`src/hw/rtl/cdt_pkg.sv`:
```
`timescale 1ns / 1ps
// ----------------------------------------------------------------------------
// cdt_pkg
// Shared types, codes and helpers of the countdown timer with presets.
// ----------------------------------------------------------------------------
package cdt_pkg;

  localparam int SLOTS_DEF = 4;

  localparam int IN_W  = 8;   // in_tdata width
  localparam int USR_W = 8;   // in_tuser width
  localparam int RES_W = 22;  // packed result fields
  localparam int OUT_W = 24;  // out_tdata width

  localparam logic [15:0] PRESET_INIT_WORD = 16'h0100;
  localparam logic [6:0]  HIGH_MAX         = 7'd99;
  localparam logic [5:0]  LOW_MAX          = 6'd59;

  // event kinds
  localparam logic [1:0] OPC_INIT  = 2'd0;
  localparam logic [1:0] OPC_TICK  = 2'd1;
  localparam logic [1:0] OPC_SHORT = 2'd2;
  localparam logic [1:0] OPC_LONG  = 2'd3;

  // buttons
  localparam logic [1:0] BTN_UP   = 2'd0;
  localparam logic [1:0] BTN_DOWN = 2'd1;
  localparam logic [1:0] BTN_SEL  = 2'd2;
  localparam logic [1:0] BTN_BACK = 2'd3;

  typedef enum logic [3:0] {
    ST_IDLE,
    ST_DECODE,
    ST_SAN,
    ST_INIT_LOAD,
    ST_TICK_CHK,
    ST_ROLL1,
    ST_ROLL2,
    ST_BACK_LOAD,
    ST_RESUME,
    ST_SCAN,
    ST_SHIFT,
    ST_FIN
  } ctl_state_t;

  typedef enum logic [4:0] {
    DP_NONE,
    DP_CAPTURE,
    DP_SANITIZE,
    DP_INIT_LOAD,
    DP_TICK,
    DP_EXPIRE,
    DP_UNHANDLED,
    DP_EXIT_PLAY,
    DP_STEP_UP,
    DP_STEP_DOWN,
    DP_PAUSE,
    DP_ROLL1,
    DP_ROLL2,
    DP_BACK_LOAD,
    DP_TOGGLE_FOCUS,
    DP_TOGGLE_UNIT,
    DP_LEAVE,
    DP_START,
    DP_RESUME,
    DP_SCAN,
    DP_SHIFT
  } dp_op_t;

  typedef struct packed {
    dp_op_t op;
    logic   out_load;
  } dp_cmd_t;

  typedef struct packed {
    logic [1:0] opcode;
    logic [1:0] button;
    logic       play;
    logic       paused;
    logic       save;
    logic       init_done;
    logic       zero;
    logic       roll_match;
    logic       scan_hit;
    logic       ptr_last;
  } dp_status_t;

  function automatic logic [6:0] sat_high(input logic [6:0] v);
    return (v > HIGH_MAX) ? HIGH_MAX : v;
  endfunction

  function automatic logic [5:0] sat_low(input logic [7:0] v);
    logic [5:0] r;
    r = (v > {2'b00, LOW_MAX}) ? LOW_MAX : v[5:0];
    return r;
  endfunction

endpackage

```
`src/hw/rtl/cdt_datapath.sv`:
```
`timescale 1ns / 1ps
// ----------------------------------------------------------------------------
// cdt_datapath
// Count fields, mode flags, preset store and result register.
// ----------------------------------------------------------------------------
module cdt_datapath #(
  parameter int PRESET_SLOTS = cdt_pkg::SLOTS_DEF
) (
  input  logic                     clk,
  input  logic                     rst_n,
  input  logic [1:0]               in_opcode,
  input  logic [1:0]               in_button,
  input  logic                     cfg_wr_en,
  input  logic [15:0]              cfg_wr_data,
  input  cdt_pkg::dp_cmd_t         cmd,
  output cdt_pkg::dp_status_t      status,
  output logic [cdt_pkg::RES_W-1:0] res_data
);
  import cdt_pkg::*;

  localparam int SLOT_W = (PRESET_SLOTS > 1) ? $clog2(PRESET_SLOTS) : 1;
  localparam logic [SLOT_W-1:0] LAST = SLOT_W'(PRESET_SLOTS - 1);

  logic [6:0]        high_r, high_nxt;
  logic [5:0]        low_r, low_nxt;
  logic              focus_r, focus_nxt;
  logic              play_r, play_nxt;
  logic              paused_r, paused_nxt;
  logic              unit_r, unit_nxt;
  logic              save_r, save_nxt;
  logic              init_r, init_nxt;
  logic [SLOT_W-1:0] slot_r, slot_nxt;
  logic [15:0]       dflt_r;
  logic [15:0]       store_r [PRESET_SLOTS];
  logic [15:0]       store_nxt [PRESET_SLOTS];

  // payload registers
  logic [SLOT_W-1:0] ptr_r, ptr_nxt;
  logic [1:0]        opc_r, btn_r;
  logic              expired_r, expired_nxt;
  logic              leave_r, leave_nxt;
  logic              handled_r, handled_nxt;
  logic [RES_W-1:0]  res_r;

  logic [15:0]       rd;
  logic [15:0]       cur_w;
  logic              roll_match;
  logic              scan_hit;
  logic              is_zero;
  logic              load_en;
  logic [SLOT_W-1:0] next_slot;
  logic [SLOT_W+1:0] slot_ext;

  assign rd        = store_r[ptr_r];
  assign cur_w     = {unit_r, high_r, 2'b00, low_r};
  assign roll_match = (rd[14:0] == cur_w[14:0]);
  assign scan_hit  = (rd == 16'h0000) || (rd == cur_w) || (ptr_r == LAST);
  assign is_zero   = (high_r == 7'd0) && (low_r == 6'd0);
  assign next_slot = (slot_r == LAST) ? '0 : slot_r + 1'b1;
  assign slot_ext  = {2'b00, slot_r};

  assign load_en = (cmd.op == DP_INIT_LOAD) || (cmd.op == DP_EXPIRE) ||
                   (cmd.op == DP_ROLL2) || (cmd.op == DP_BACK_LOAD);

  always_comb begin
    high_nxt    = high_r;
    low_nxt     = low_r;
    focus_nxt   = focus_r;
    play_nxt    = play_r;
    paused_nxt  = paused_r;
    unit_nxt    = unit_r;
    save_nxt    = save_r;
    init_nxt    = init_r;
    slot_nxt    = slot_r;
    ptr_nxt     = ptr_r;
    expired_nxt = expired_r;
    leave_nxt   = leave_r;
    handled_nxt = handled_r;
    store_nxt   = store_r;

    case (cmd.op)
      DP_CAPTURE: begin
        ptr_nxt     = '0;
        expired_nxt = 1'b0;
        leave_nxt   = 1'b0;
        handled_nxt = 1'b1;
      end
      DP_SANITIZE: begin
        if ((rd == 16'h0000) || (rd[7:0] > {2'b00, LOW_MAX})) begin
          store_nxt[ptr_r] = dflt_r;
        end
        ptr_nxt = (ptr_r == LAST) ? '0 : ptr_r + 1'b1;
      end
      DP_INIT_LOAD: begin
        play_nxt   = 1'b1;
        paused_nxt = 1'b1;
        init_nxt   = 1'b1;
      end
      DP_TICK: begin
        if (low_r == 6'd0) begin
          low_nxt  = LOW_MAX;
          high_nxt = (high_r == 7'd0) ? HIGH_MAX : sat_high(high_r - 7'd1);
        end else begin
          low_nxt = sat_low({2'b00, low_r - 6'd1});
        end
      end
      DP_EXPIRE: begin
        paused_nxt  = 1'b1;
        expired_nxt = 1'b1;
      end
      DP_UNHANDLED: handled_nxt = 1'b0;
      DP_EXIT_PLAY: play_nxt = 1'b0;
      DP_STEP_UP: begin
        if (focus_r) begin
          high_nxt = (high_r >= HIGH_MAX) ? 7'd0 : high_r + 7'd1;
        end else begin
          low_nxt = (low_r >= LOW_MAX) ? 6'd0 : low_r + 6'd1;
        end
      end
      DP_STEP_DOWN: begin
        if (focus_r) begin
          high_nxt = (high_r == 7'd0) ? HIGH_MAX : sat_high(high_r - 7'd1);
        end else begin
          low_nxt = (low_r == 6'd0) ? LOW_MAX : sat_low({2'b00, low_r - 6'd1});
        end
      end
      DP_PAUSE: begin
        // pause only acts in play mode; also point the store at the marked slot
        paused_nxt = paused_r | play_r;
        ptr_nxt    = slot_r;
      end
      DP_ROLL1: begin
        if (!roll_match) begin
          high_nxt = sat_high(rd[14:8]);
          low_nxt  = sat_low(rd[7:0]);
        end else begin
          ptr_nxt = next_slot;
        end
      end
      DP_ROLL2: begin
        slot_nxt = ptr_r;
        save_nxt = 1'b1;
      end
      DP_BACK_LOAD:    play_nxt  = 1'b1;
      DP_TOGGLE_FOCUS: focus_nxt = ~focus_r;
      DP_TOGGLE_UNIT:  unit_nxt  = ~unit_r;
      DP_LEAVE:        leave_nxt = 1'b1;
      DP_START: begin
        play_nxt   = 1'b1;
        paused_nxt = 1'b1;
        save_nxt   = 1'b1;
      end
      DP_RESUME: begin
        paused_nxt = 1'b0;
        ptr_nxt    = '0;
      end
      DP_SCAN: begin
        if (!scan_hit) begin
          ptr_nxt = ptr_r + 1'b1;
        end
      end
      DP_SHIFT: begin
        // move-to-front: entries up to the hit slide down one place
        for (int i = 1; i < PRESET_SLOTS; i++) begin
          if (SLOT_W'(i) <= ptr_r) begin
            store_nxt[i] = store_r[i-1];
          end
        end
        store_nxt[0] = cur_w;
        slot_nxt     = '0;
        save_nxt     = 1'b0;
      end
      default: ;
    endcase

    // preset load; an empty word leaves the unit and counts alone
    if (load_en && (rd != 16'h0000)) begin
      unit_nxt = rd[15];
      high_nxt = sat_high(rd[14:8]);
      low_nxt  = sat_low(rd[7:0]);
    end
  end

  always_ff @(posedge clk) begin
    if (!rst_n) begin
      high_r   <= '0;
      low_r    <= '0;
      focus_r  <= 1'b0;
      play_r   <= 1'b0;
      paused_r <= 1'b0;
      unit_r   <= 1'b0;
      save_r   <= 1'b0;
      init_r   <= 1'b0;
      slot_r   <= '0;
      dflt_r   <= PRESET_INIT_WORD;
      for (int i = 0; i < PRESET_SLOTS; i++) begin
        store_r[i] <= '0;
      end
    end else begin
      high_r   <= high_nxt;
      low_r    <= low_nxt;
      focus_r  <= focus_nxt;
      play_r   <= play_nxt;
      paused_r <= paused_nxt;
      unit_r   <= unit_nxt;
      save_r   <= save_nxt;
      init_r   <= init_nxt;
      slot_r   <= slot_nxt;
      store_r  <= store_nxt;
      if (cfg_wr_en) begin
        dflt_r <= cfg_wr_data;
      end
    end
  end

  always_ff @(posedge clk) begin
    ptr_r     <= ptr_nxt;
    expired_r <= expired_nxt;
    leave_r   <= leave_nxt;
    handled_r <= handled_nxt;
    if (cmd.op == DP_CAPTURE) begin
      opc_r <= in_opcode;
      btn_r <= in_button;
    end
    if (cmd.out_load) begin
      res_r <= {handled_r, leave_r, expired_r, slot_ext[1:0], focus_r, ~play_r,
                play_r & ~paused_r, unit_r, low_r, high_r};
    end
  end

  always_comb begin
    status.opcode     = opc_r;
    status.button     = btn_r;
    status.play       = play_r;
    status.paused     = paused_r;
    status.save       = save_r;
    status.init_done  = init_r;
    status.zero       = is_zero;
    status.roll_match = roll_match;
    status.scan_hit   = scan_hit;
    status.ptr_last   = (ptr_r == LAST);
  end

  assign res_data = res_r;

endmodule

```
`src/hw/rtl/cdt_controller.sv`:
```
`timescale 1ns / 1ps
// ----------------------------------------------------------------------------
// cdt_controller
// Event sequencer: decodes an item and steps the datapath through it.
// ----------------------------------------------------------------------------
module cdt_controller (
  input  logic                clk,
  input  logic                rst_n,
  input  logic                in_tvalid,
  output logic                in_tready,
  output logic                out_tvalid,
  input  logic                out_tready,
  input  cdt_pkg::dp_status_t status,
  output cdt_pkg::dp_cmd_t    cmd
);
  import cdt_pkg::*;

  ctl_state_t state_r, state_nxt;
  logic       out_valid_r, out_valid_nxt;
  logic       can_resume;
  logic       out_free;

  assign can_resume = status.play && status.paused && !status.zero;
  assign out_free   = !out_valid_r || out_tready;

  // next state
  always_comb begin
    state_nxt = state_r;
    case (state_r)
      ST_IDLE: begin
        if (in_tvalid) begin
          state_nxt = ST_DECODE;
        end
      end
      ST_DECODE: begin
        state_nxt = ST_FIN;
        case (status.opcode)
          OPC_INIT: begin
            if (!status.init_done) begin
              state_nxt = ST_SAN;
            end
          end
          OPC_TICK: begin
            if (status.play && !status.paused) begin
              state_nxt = ST_TICK_CHK;
            end
          end
          OPC_SHORT: begin
            case (status.button)
              BTN_DOWN: begin
                if (status.play) begin
                  state_nxt = ST_ROLL1;
                end
              end
              BTN_SEL: begin
                if (status.play && status.paused) begin
                  state_nxt = ST_RESUME;
                end
              end
              BTN_BACK: begin
                if (!status.play) begin
                  state_nxt = ST_BACK_LOAD;
                end
              end
              default: ;
            endcase
          end
          OPC_LONG: begin
            case (status.button)
              BTN_DOWN: begin
                if (!status.play) begin
                  state_nxt = ST_ROLL1;
                end
              end
              BTN_SEL: begin
                if (!status.play && !status.zero) begin
                  state_nxt = ST_RESUME;
                end
              end
              default: ;
            endcase
          end
          default: ;
        endcase
      end
      ST_SAN: begin
        if (status.ptr_last) begin
          state_nxt = ST_INIT_LOAD;
        end
      end
      ST_INIT_LOAD: state_nxt = ST_FIN;
      ST_TICK_CHK:  state_nxt = ST_FIN;
      ST_ROLL1:     state_nxt = status.roll_match ? ST_ROLL2 : ST_FIN;
      ST_ROLL2:     state_nxt = ST_FIN;
      ST_BACK_LOAD: state_nxt = ST_FIN;
      ST_RESUME:    state_nxt = (can_resume && status.save) ? ST_SCAN : ST_FIN;
      ST_SCAN: begin
        if (status.scan_hit) begin
          state_nxt = ST_SHIFT;
        end
      end
      ST_SHIFT: state_nxt = ST_FIN;
      ST_FIN: begin
        if (out_free) begin
          state_nxt = ST_IDLE;
        end
      end
      default: state_nxt = ST_IDLE;
    endcase
  end

  // commands
  always_comb begin
    cmd.op       = DP_NONE;
    cmd.out_load = 1'b0;
    case (state_r)
      ST_IDLE: begin
        if (in_tvalid) begin
          cmd.op = DP_CAPTURE;
        end
      end
      ST_DECODE: begin
        case (status.opcode)
          OPC_TICK: begin
            cmd.op = (status.play && !status.paused) ? DP_TICK : DP_UNHANDLED;
          end
          OPC_SHORT: begin
            case (status.button)
              BTN_UP: begin
                if (!status.play) begin
                  cmd.op = DP_STEP_UP;
                end else if (status.paused) begin
                  cmd.op = DP_EXIT_PLAY;
                end
              end
              BTN_DOWN: cmd.op = status.play ? DP_PAUSE : DP_STEP_DOWN;
              BTN_SEL: begin
                if (!status.play) begin
                  cmd.op = DP_TOGGLE_FOCUS;
                end else if (!status.paused) begin
                  cmd.op = DP_PAUSE;
                end
              end
              BTN_BACK: cmd.op = status.play ? DP_LEAVE : DP_PAUSE;
              default: ;
            endcase
          end
          OPC_LONG: begin
            case (status.button)
              BTN_UP: begin
                if (!status.play) begin
                  cmd.op = DP_TOGGLE_UNIT;
                end
              end
              BTN_DOWN: begin
                if (!status.play) begin
                  cmd.op = DP_PAUSE;
                end
              end
              BTN_SEL: begin
                if (!status.play && !status.zero) begin
                  cmd.op = DP_START;
                end
              end
              BTN_BACK: cmd.op = DP_UNHANDLED;
              default: ;
            endcase
          end
          default: ;
        endcase
      end
      ST_SAN:       cmd.op = DP_SANITIZE;
      ST_INIT_LOAD: cmd.op = DP_INIT_LOAD;
      ST_TICK_CHK: begin
        if (status.zero) begin
          cmd.op = DP_EXPIRE;
        end
      end
      ST_ROLL1:     cmd.op = DP_ROLL1;
      ST_ROLL2:     cmd.op = DP_ROLL2;
      ST_BACK_LOAD: cmd.op = DP_BACK_LOAD;
      ST_RESUME: begin
        if (can_resume) begin
          cmd.op = DP_RESUME;
        end
      end
      ST_SCAN:  cmd.op = DP_SCAN;
      ST_SHIFT: cmd.op = DP_SHIFT;
      ST_FIN:   cmd.out_load = out_free;
      default: ;
    endcase
  end

  always_comb begin
    out_valid_nxt = out_valid_r;
    if (cmd.out_load) begin
      out_valid_nxt = 1'b1;
    end else if (out_tready) begin
      out_valid_nxt = 1'b0;
    end
  end

  always_ff @(posedge clk) begin
    if (!rst_n) begin
      state_r     <= ST_IDLE;
      out_valid_r <= 1'b0;
    end else begin
      state_r     <= state_nxt;
      out_valid_r <= out_valid_nxt;
    end
  end

  assign in_tready  = (state_r == ST_IDLE);
  assign out_tvalid = out_valid_r;

endmodule

```
`src/hw/rtl/countdown_timer_with_presets_unit.sv`:
```
`timescale 1ns / 1ps
// ----------------------------------------------------------------------------
// countdown_timer_with_presets_unit
// Event-driven two-field countdown timer with an MRU preset store.
// ----------------------------------------------------------------------------
//  channel  | direction | handshake             | payload
//  in_      | slave     | in_tvalid/in_tready   | tdata: button, tuser: opcode
//  out_     | master    | out_tvalid/out_tready | tdata: one result per item
//  cfg_     | write     | cfg_wr_en             | cfg_wr_data: default preset
//
//  Sequence: one item at a time; decode, up to two datapath steps, then the
//  result load, after which the next item is taken. First init walks the
//  store, and a saving start scans it.
//  Reset: rst_n synchronous, active low; clears counts, flags, store, valid.
//  Stalls: the result sits in an output register; the next item is taken
//  while it waits, and a new result waits until that register is free.
// ----------------------------------------------------------------------------
module countdown_timer_with_presets_unit #(
  parameter int PRESET_SLOTS = cdt_pkg::SLOTS_DEF
) (
  input  logic                      clk,
  input  logic                      rst_n,
  // in_tdata: [1:0] button
  input  logic [cdt_pkg::IN_W-1:0]  in_tdata,
  // in_tuser: [1:0] opcode
  input  logic [cdt_pkg::USR_W-1:0] in_tuser,
  input  logic                      in_tvalid,
  output logic                      in_tready,
  // out_tdata: [6:0] count_high, [12:7] count_low, [13] minutes_unit,
  // [14] running, [15] editing, [16] focus_high, [18:17] selected_slot,
  // [19] expired, [20] leave_screen, [21] handled
  output logic [cdt_pkg::OUT_W-1:0] out_tdata,
  output logic                      out_tvalid,
  input  logic                      out_tready,
  input  logic                      cfg_wr_en,
  input  logic [15:0]               cfg_wr_data
);
  import cdt_pkg::*;

  dp_cmd_t          cmd;
  dp_status_t       status;
  logic [RES_W-1:0] res_data;

  // sequencer: one state per kind of datapath step; sanitize and scan repeat as they walk the store
  cdt_controller u_ctl (
    .clk       (clk),
    .rst_n     (rst_n),
    .in_tvalid (in_tvalid),
    .in_tready (in_tready),
    .out_tvalid(out_tvalid),
    .out_tready(out_tready),
    .status    (status),
    .cmd       (cmd)
  );

  // counts, flags, preset store (one read port via a slot pointer)
  cdt_datapath #(
    .PRESET_SLOTS(PRESET_SLOTS)
  ) u_dp (
    .clk        (clk),
    .rst_n      (rst_n),
    .in_opcode  (in_tuser[1:0]),
    .in_button  (in_tdata[1:0]),
    .cfg_wr_en  (cfg_wr_en),
    .cfg_wr_data(cfg_wr_data),
    .cmd        (cmd),
    .status     (status),
    .res_data   (res_data)
  );

  // pad the packed result to whole bytes
  assign out_tdata = {{(OUT_W - RES_W){1'b0}}, res_data};

endmodule

```
`config.mk`:
```
export PLATFORM = sky130hd
export DESIGN_NAME = countdown_timer_with_presets_unit
export DESIGN_NICKNAME = d
export VERILOG_FILES = /design/src/hw/rtl/cdt_pkg.sv /design/src/hw/rtl/cdt_datapath.sv /design/src/hw/rtl/cdt_controller.sv /design/src/hw/rtl/countdown_timer_with_presets_unit.sv
export SDC_FILE = /design/constraint.sdc
export NUM_CORES = 1
export LEC_CHECK = 0
export BUFFER_PORTS_ARGS = -buffer_cell sky130_fd_sc_hd__buf_2
export CAP_MARGIN = 10
export CELL_PAD_IN_SITES_DETAIL_PLACEMENT = 0
export CELL_PAD_IN_SITES_GLOBAL_PLACEMENT = 2
export CORE_AREA = 2 2 152 154
export DETAILED_ROUTE_END_ITERATION = 12
export DIE_AREA = 0 0 154 156
export PLACE_DENSITY = 0.82
export SLEW_MARGIN = 15
export SYNTH_ARGS = -nofsm -noshare
export SYNTH_HDL_FRONTEND = slang
export SYNTH_SLANG_ARGS = --single-unit
```
`constraint.sdc`:
```
create_clock -name clk -period 4.32 [get_ports clk]
set_clock_uncertainty 0.2 [all_clocks]
set_input_delay 0.216 -clock clk [delete_from_list [all_inputs] [get_ports clk]]
set_output_delay 0.216 -clock clk [all_outputs]
set_load 0.05 [all_outputs]
```
# Word-level counts from Yosys, hierarchy flattened
# Index checks and enable logic that the tools add are counted.
[classes]
addsub = 6
n_lt_le_gt_ge = 11
eq_ne = 57
muxes = 81
bitwise = 7
n_reduce_logical = 51
[op_table]
columns = ["op", "n"]
rows = [
  ["one-hot mux 64 bit (2 select lines)", 1],
  ["two-way mux 16 bit", 6],
  ["bitwise mux 64 bit", 1],
  ["two-way mux 64 bit", 1],
  ["two-way mux 7 bit", 9],
  ["one-hot mux 5 bit (11 select lines)", 1],
  ["two-way mux 4 bit", 13],
  ["two-way mux 6 bit", 8],
  ["== test 5 x 4 -> 1 bit (second input constant)", 8],
  ["one-hot mux 5 bit (4 select lines)", 2],
  ["binary-select mux 16 bit (select 2 bit)", 1],
  ["demux 16 bit (select 2 bit)", 1],
  ["one-hot mux 4 bit (8 select lines)", 1],
  ["one-hot mux 7 bit (4 select lines)", 1],
  ["== test 5 bit (second input constant)", 5],
  ["two-way mux 5 bit", 5],
  ["one-hot mux 6 bit (4 select lines)", 1],
  ["== test 5 x 3 -> 1 bit (second input constant)", 4],
  ["two-way mux 2 bit", 9],
  ["nonzero test 2 bit", 9],
  ["== test 16 bit", 1],
  ["== test 4 x 3 -> 1 bit (second input constant)", 4],
  ["== test 4 bit (second input constant)", 4],
  ["zero test 16 bit", 1],
  ["other kinds (56)", 116],
]
[totals]
ff_bits = 137
in_bits = 37
out_inout_bits = 26

# Logic depth before layout (Yosys ltp)
[depth]
word_depth = 15
ltp_mapped = 15

# By module
# A second synthesis with hierarchy kept.
[hier_totals]
cells_unflattened = 1024
area_unflattened_um2 = 8632.0
[modules_own_cells]
columns = ["module", "instances", "cells_each", "area_per_inst_um2", "seq_area_each_um2"]
rows = [
  ["cdt_datapath", 1, 866, 7542.2, 2952.8],
  ["cdt_controller", 1, 155, 1071.0, 100.1],
  ["countdown_timer_with_presets_unit", 1, 3, 18.8, 0.0],
]

# Worst setup path after synthesis
# Ideal clock, no wire load.
[synth_path]
path_type = "reg-to-reg"
from = "register u_dp.high_r[0]"
to = "register u_dp.high_r[2]"
setup_time_ns = 0.121
t_arrival_ns = 3.566
path_slack_ns = 0.434
stages_incl_launch_ff = 15
synth_period_minus_slack_ns = 3.886
path_cell_list = "dfxtp_1 -> clkbuf_1 -> inv_1 -> ha_1 -> buf_2 -> or3b_1 -> or4_1 -> nor4b_1 -> a2111oi_1 -> nand3_1 -> buf_2 -> o21ai_1 -> o221ai_1 -> a32oi_1 -> a21oi_1"
[synth_via]
elab_chain_len = 15
elab_cells_between_ends = 42
[synth_lines]
columns = ["element", "line_no", "text"]
rows = [
  ["start: declaration", "cdt_datapath.sv:24", "logic [6:0] high_r, high_nxt;"],
  ["start signal: assignment", "cdt_datapath.sv:200", "high_r <= high_nxt;"],
  ["zero test 7 bit", "cdt_datapath.sv:58, cdt_datapath.sv:102, cdt_datapath.sv:122", ""],
  ["logical AND 1 bit", "cdt_datapath.sv:58", "assign is_zero = (high_r == 7'd0) && (low_r == 6'd0);"],
  ["zero test 1 bit", "cdt_controller.sv:23, cdt_controller.sv:161", ""],
  ["logical AND 1 bit", "cdt_controller.sv:161", "if (!status.play && !status.zero) begin"],
  ["two-way mux 5 bit", "cdt_controller.sv:161", ""],
  ["one-hot mux 5 bit (4 select lines)", "cdt_controller.sv:149", "case (status.button)"],
  ["one-hot mux 5 bit (3 select lines)", "cdt_controller.sv:123", "case (status.opcode)"],
  ["one-hot mux 5 bit (11 select lines)", "cdt_controller.sv:116", "case (state_r)"],
  ["== test 5 x 2 -> 1 bit / == test 5 x 3 -> 1 bit (equally long branches)", "cdt_datapath.sv:62", "assign load_en = (cmd.op == DP_INIT_LOAD) || (cmd.op == DP_EXPIRE) ||"],
  ["logical OR 1 bit (2 in a row)", "cdt_datapath.sv:62", ""],
  ["logical OR 1 bit", "cdt_datapath.sv:63", "(cmd.op == DP_ROLL2) || (cmd.op == DP_BACK_LOAD);"],
  ["logical AND 1 bit", "cdt_datapath.sv:177", "if (load_en && (rd != 16'h0000)) begin"],
  ["inequality test 3 x 1 -> 1 bit (no source line), or another cell as far along", "--", ""],
  ["AND reduction 5 bit (no source line)", "--", ""],
]
# Parallel ways exist; a longest one is shown, timed or not. The select of a mux whose other input is x is not followed.
# A chain may end at the register's enable or synchronous reset.

# Worst setup path after layout
[layout_path]
from = "register u_dp.high_r[0]"
to = "register u_dp.low_r[5]"
[layout_via]
elab_chain_len = 15
elab_cells_between_ends = 31
[layout_lines]
columns = ["element", "line_no", "text"]
rows = [
  ["zero test 7 bit", "cdt_datapath.sv:58", ""],
  ["logical AND 1 bit", "cdt_datapath.sv:58", ""],
  ["zero test 1 bit", "cdt_controller.sv:23, cdt_controller.sv:161", ""],
  ["logical AND 1 bit", "cdt_controller.sv:161", ""],
  ["two-way mux 5 bit", "cdt_controller.sv:161", ""],
  ["one-hot mux 5 bit (4 select lines)", "cdt_controller.sv:149", ""],
  ["one-hot mux 5 bit (3 select lines)", "cdt_controller.sv:123", ""],
  ["one-hot mux 5 bit (11 select lines)", "cdt_controller.sv:116", ""],
  ["== test 5 x 2 -> 1 bit / == test 5 x 3 -> 1 bit (equally long branches)", "cdt_datapath.sv:62", ""],
  ["logical OR 1 bit (2 in a row)", "cdt_datapath.sv:62", ""],
  ["logical OR 1 bit", "cdt_datapath.sv:63", ""],
  ["logical AND 1 bit", "cdt_datapath.sv:177", ""],
  ["inequality test 3 bit (no source line) / nonzero test 5 bit (equally long branches)", "--", ""],
  ["AND reduction 4 bit (no source line)", "--", ""],
  ["end signal: assignment", "cdt_datapath.sv:201", "low_r <= low_nxt;"],
  ["end: declaration", "cdt_datapath.sv:25", "logic [5:0] low_r, low_nxt;"],
]
# Parallel ways exist; a longest one is shown, timed or not.

==> results.md <==
- DR WL met2: 10800 µm
- Htree depth: 4
- Share of cells above drive strength 1: 16.89%
- Fin nets: 1069
- Worst-Skew Late Latency: 0.43 ns
- DRT iter0 DRCs: 678
- Count of final hold-check violations: 0
- Final worst slack: 0.3058 ns
- Yosys reg bits: 137
- DR vias: 7559
- Cell Rows: 55
- Vias per cell: 5.748
- RSZ-0062 raised after global routing: no
- CORE AREA: ~0.022 mm²
- Syn_area_per_cell: 8.478 µm²
- Cell taking the most area after synthesis: dfxtp_1
- Asr flop ratio synth: 0%
- Metal3 WL: 1122 µm
- Die X: 154 µm
- Metal-1 WL: 12070 µm
- First-pass GRT wire length: 39520 µm
- Number of global-route vias before repair: about 7100
- Detailed Routing Iterations Pass 1: 5
- Crit path required time: 4.49 ns
- IO Count: 63
- Initial antenna violation count: 0
- Min Clock Period, post-route: 4.014 ns
- Max layer used: met4
- Crit start category: flop
- Antenna Diode Count: 0
- Static leakage: 3.368 nW
- Area Growth Syn to Fin: 17.46%
- Fin Setup TNS: 0 ns
- Routed wire length: 24460 µm
- Fin. max-slew vios: 0
- Clock buffer depth: 2
- Setup Fix Bufs, Post-CTS: 0
- Worst hold path type: in2reg
- Main area contributors after synthesis: dfxtp_1 26%, edfxtp_1 11%, a311oi_1 6.8%, nor2_1 6.3%, nand2_1 4.7%
- Routed len/inst: roughly 19 µm
- Largest net degree at the start of global routing: 58
- WP data arrival: about 4.2 ns
- Seq. cell area: between 0.003 and 0.004 mm²
- Top post-synthesis cells by count: 137 x nor2_1, 106 x dfxtp_1, 103 x nand2_1
- Distinct cells, synth: between 80 and 90
- Final HPWL DP: around 17000 µm
- # fillers: about 2200
- Sequential-to-total area share from yosys stat: a little under two fifths
- Post-synth top area share: 25.89%
- Synth Flop Type: dfxtp_1
- Dpl ws: 0.2069 ns
- Maximum vdd drop: 0.0002931 V
- CP Class: reg2reg
- Outcome: completed
- Cts bufs inserted: 17
- Final ANT Viol Nets: 0
- Crit share post-route: 92.92%
- Number of enable flip-flop cells after synthesis: 31
- Sink Count: 137
- Crit Path Max Fanout: 10
- Clock root cell: clkbuf_16
- Critical path endpoint category: flop
- Die height: 156 µm
- Global route overflow: 0
- Max Cap Violations: 0
- Multi-input gate area: 0.004692 mm²
- Port Buffers: 48
- Synthesized cell area: 0.008198 mm²
- Reg clk slew, reported paths: 0.06 ns
- Power per cell area: ~800 mW/mm²
- Starting Density: a little over a third
- Setup-failing EPs final: 0
- Slew @ Worst Pin: 0.8929 ns
- Synth Instances: 967
- RD Place Congestion: 0.8073
- FMAX: 249.1 MHz
- Die area: 0.02402 mm²
- Most common cell in the synthesized netlist: nor2_1
- Yosys warning total: 0
- Relative slew slack: 40.47%
- Total Routing Usage GR: between 20% and 30%
- DR DRC count: 0
- CTS tree: yes
[sequential cells by signal (all words and copies together) (netlist names)]
name	cells
u_ctl.state_r	4
u_dp.handled_r	1
u_dp.dflt_r	16
u_dp.init_r	1
u_dp.store_r	64
u_dp.expired_r	1
u_dp.low_r	6
u_dp.leave_r	1
u_dp.high_r	7
u_dp.paused_r	1
u_dp.ptr_r	2
u_dp.save_r	1
u_dp.play_r	1
u_dp.btn_r	2
u_dp.res_data	22
u_dp.opc_r	2
u_dp.slot_r	2
u_ctl.out_tvalid	1
u_dp.focus_r	1
u_dp.unit_r	1
[final timing paths]
kind / slack, ns / from / endpoint / cells past startpoint
setup / recovery: 0.31 / u_dp.high_r[0] / u_dp.low_r[5] / 11
hold / removal: 0.01 / rst_n / u_dp.low_r[1] / 2
setup reg to reg: 0.31 / u_dp.high_r[0] / u_dp.low_r[5] / 11
hold reg to reg: 0.22 / u_dp.handled_r / u_dp.res_data[21] / 0
[critical path, stage by stage, from the launching register on]
cell and delay (ns):
dfxtp_1 0.31, inv_1 0.09, ha_1 0.17, or3b_1 0.41, or4_1 0.57, o21ai_2 0.24, nand4_2 0.33, xnor2_1 0.62
nor2_1 0.19, a22o_1 0.25, a221oi_1 0.33, o221a_2 0.24
[power by group]
group	switching (W)	total [W]	internal, W
logic	0.00267	0.00441	0.00174
clock network	0.000623	0.00144	0.000813
registers	0.000347	0.00201	0.00166
[logic make-up (layout without fill, tap and decap cells)]
kind of cell             Yosys count  count (layout)  share of synthesized area (%)
AO/OA/AOI/OAI                    217             217                          19.92
XOR/XNOR                          22              22                          2.350
adder cells (fa/ha/maj)           15              15                          2.289
buffers and inverters            112             174                          5.785
flip-flops                       137             137                          37.24
multiplexers                      51              51                          8.577
other                              1               2                        0.04574
AND/OR/NAND/NOR                  412             412                          23.79
[layout make-up]
| type | instances | area share, % |
|---|---|---|
| Clock buffer | 20 | 4.964 |
| Clock inverter | 12 | 1.065 |
| Inverter | 21 | 0.8186 |
| Multi-Input combinational cell | 719 | 48.73 |
| Sequential cell | 137 | 31.70 |
| Tap cell | 285 | 3.703 |
| Timing Repair Buffer | 121 | 9.018 |
[what timing repair did]
| item | 4_1_cts | 5_1_grt |
|---|---|---|
| endpoints found under the hold margin | 21 | 0 |
| gates resized for setup | 0 | 2 |
| hold buffers | 22 | 0 |
| endpoints found under the setup margin | 0 | 30 |
[stage by stage]
stage / utilization, % / std cells / area, µm² / power [W] / hold slack (ns)
floorplan: - / 968 / 8202 / 0.005055 / 0.1149
detailed placement: 39.44 / 1261 / 8821 / 0.006381 / 0.1952
finish: 43.05 / 1315 / 9629 / 0.007851 / 0.01482
global route: 43.05 / 1315 / 9629 / 0.008401 / 0.02400
CTS: 43.02 / 1315 / 9622 / 0.007851 / 0.01295
global placement: 39.44 / 1261 / 8821 / 0.006380 / 0.1935
[cells in the final DEF (no fill, tap or decap), types with 12 or more instances in the layout]
cell type      netlist  final
o21ai_0             27     27
mux4_2              15     15
a31oi_1             12     12
xnor2_1             17     17
inv_1               17     17
dlygate4sd3_1        0     22
nor3_1              15     14
buf_4                8     49
mux2i_1             32     32
nand3_1             76     76
a311oi_1            64     64
edfxtp_1            31     31
nand2_1            103    103
dfxtp_1            106    106
a21oi_1             37     37
clkbuf_16            0     18
nor2_1             137    136
nand2b_1            12     12
buf_2               13     48
ha_1                15     14
[metal layers]
| metal | vias up | track usage, % |
|---|---|---|
| li1 | 3698 | - |
| met1 | 3599 | 29.03 |
| met2 | 228 | 32.48 |
| met3 | 34 | 3.444 |
| met4 | 0 | 6.587 |
| met5 | - | 0 |
No activity file was read; power rests on OpenSTA's default activity.
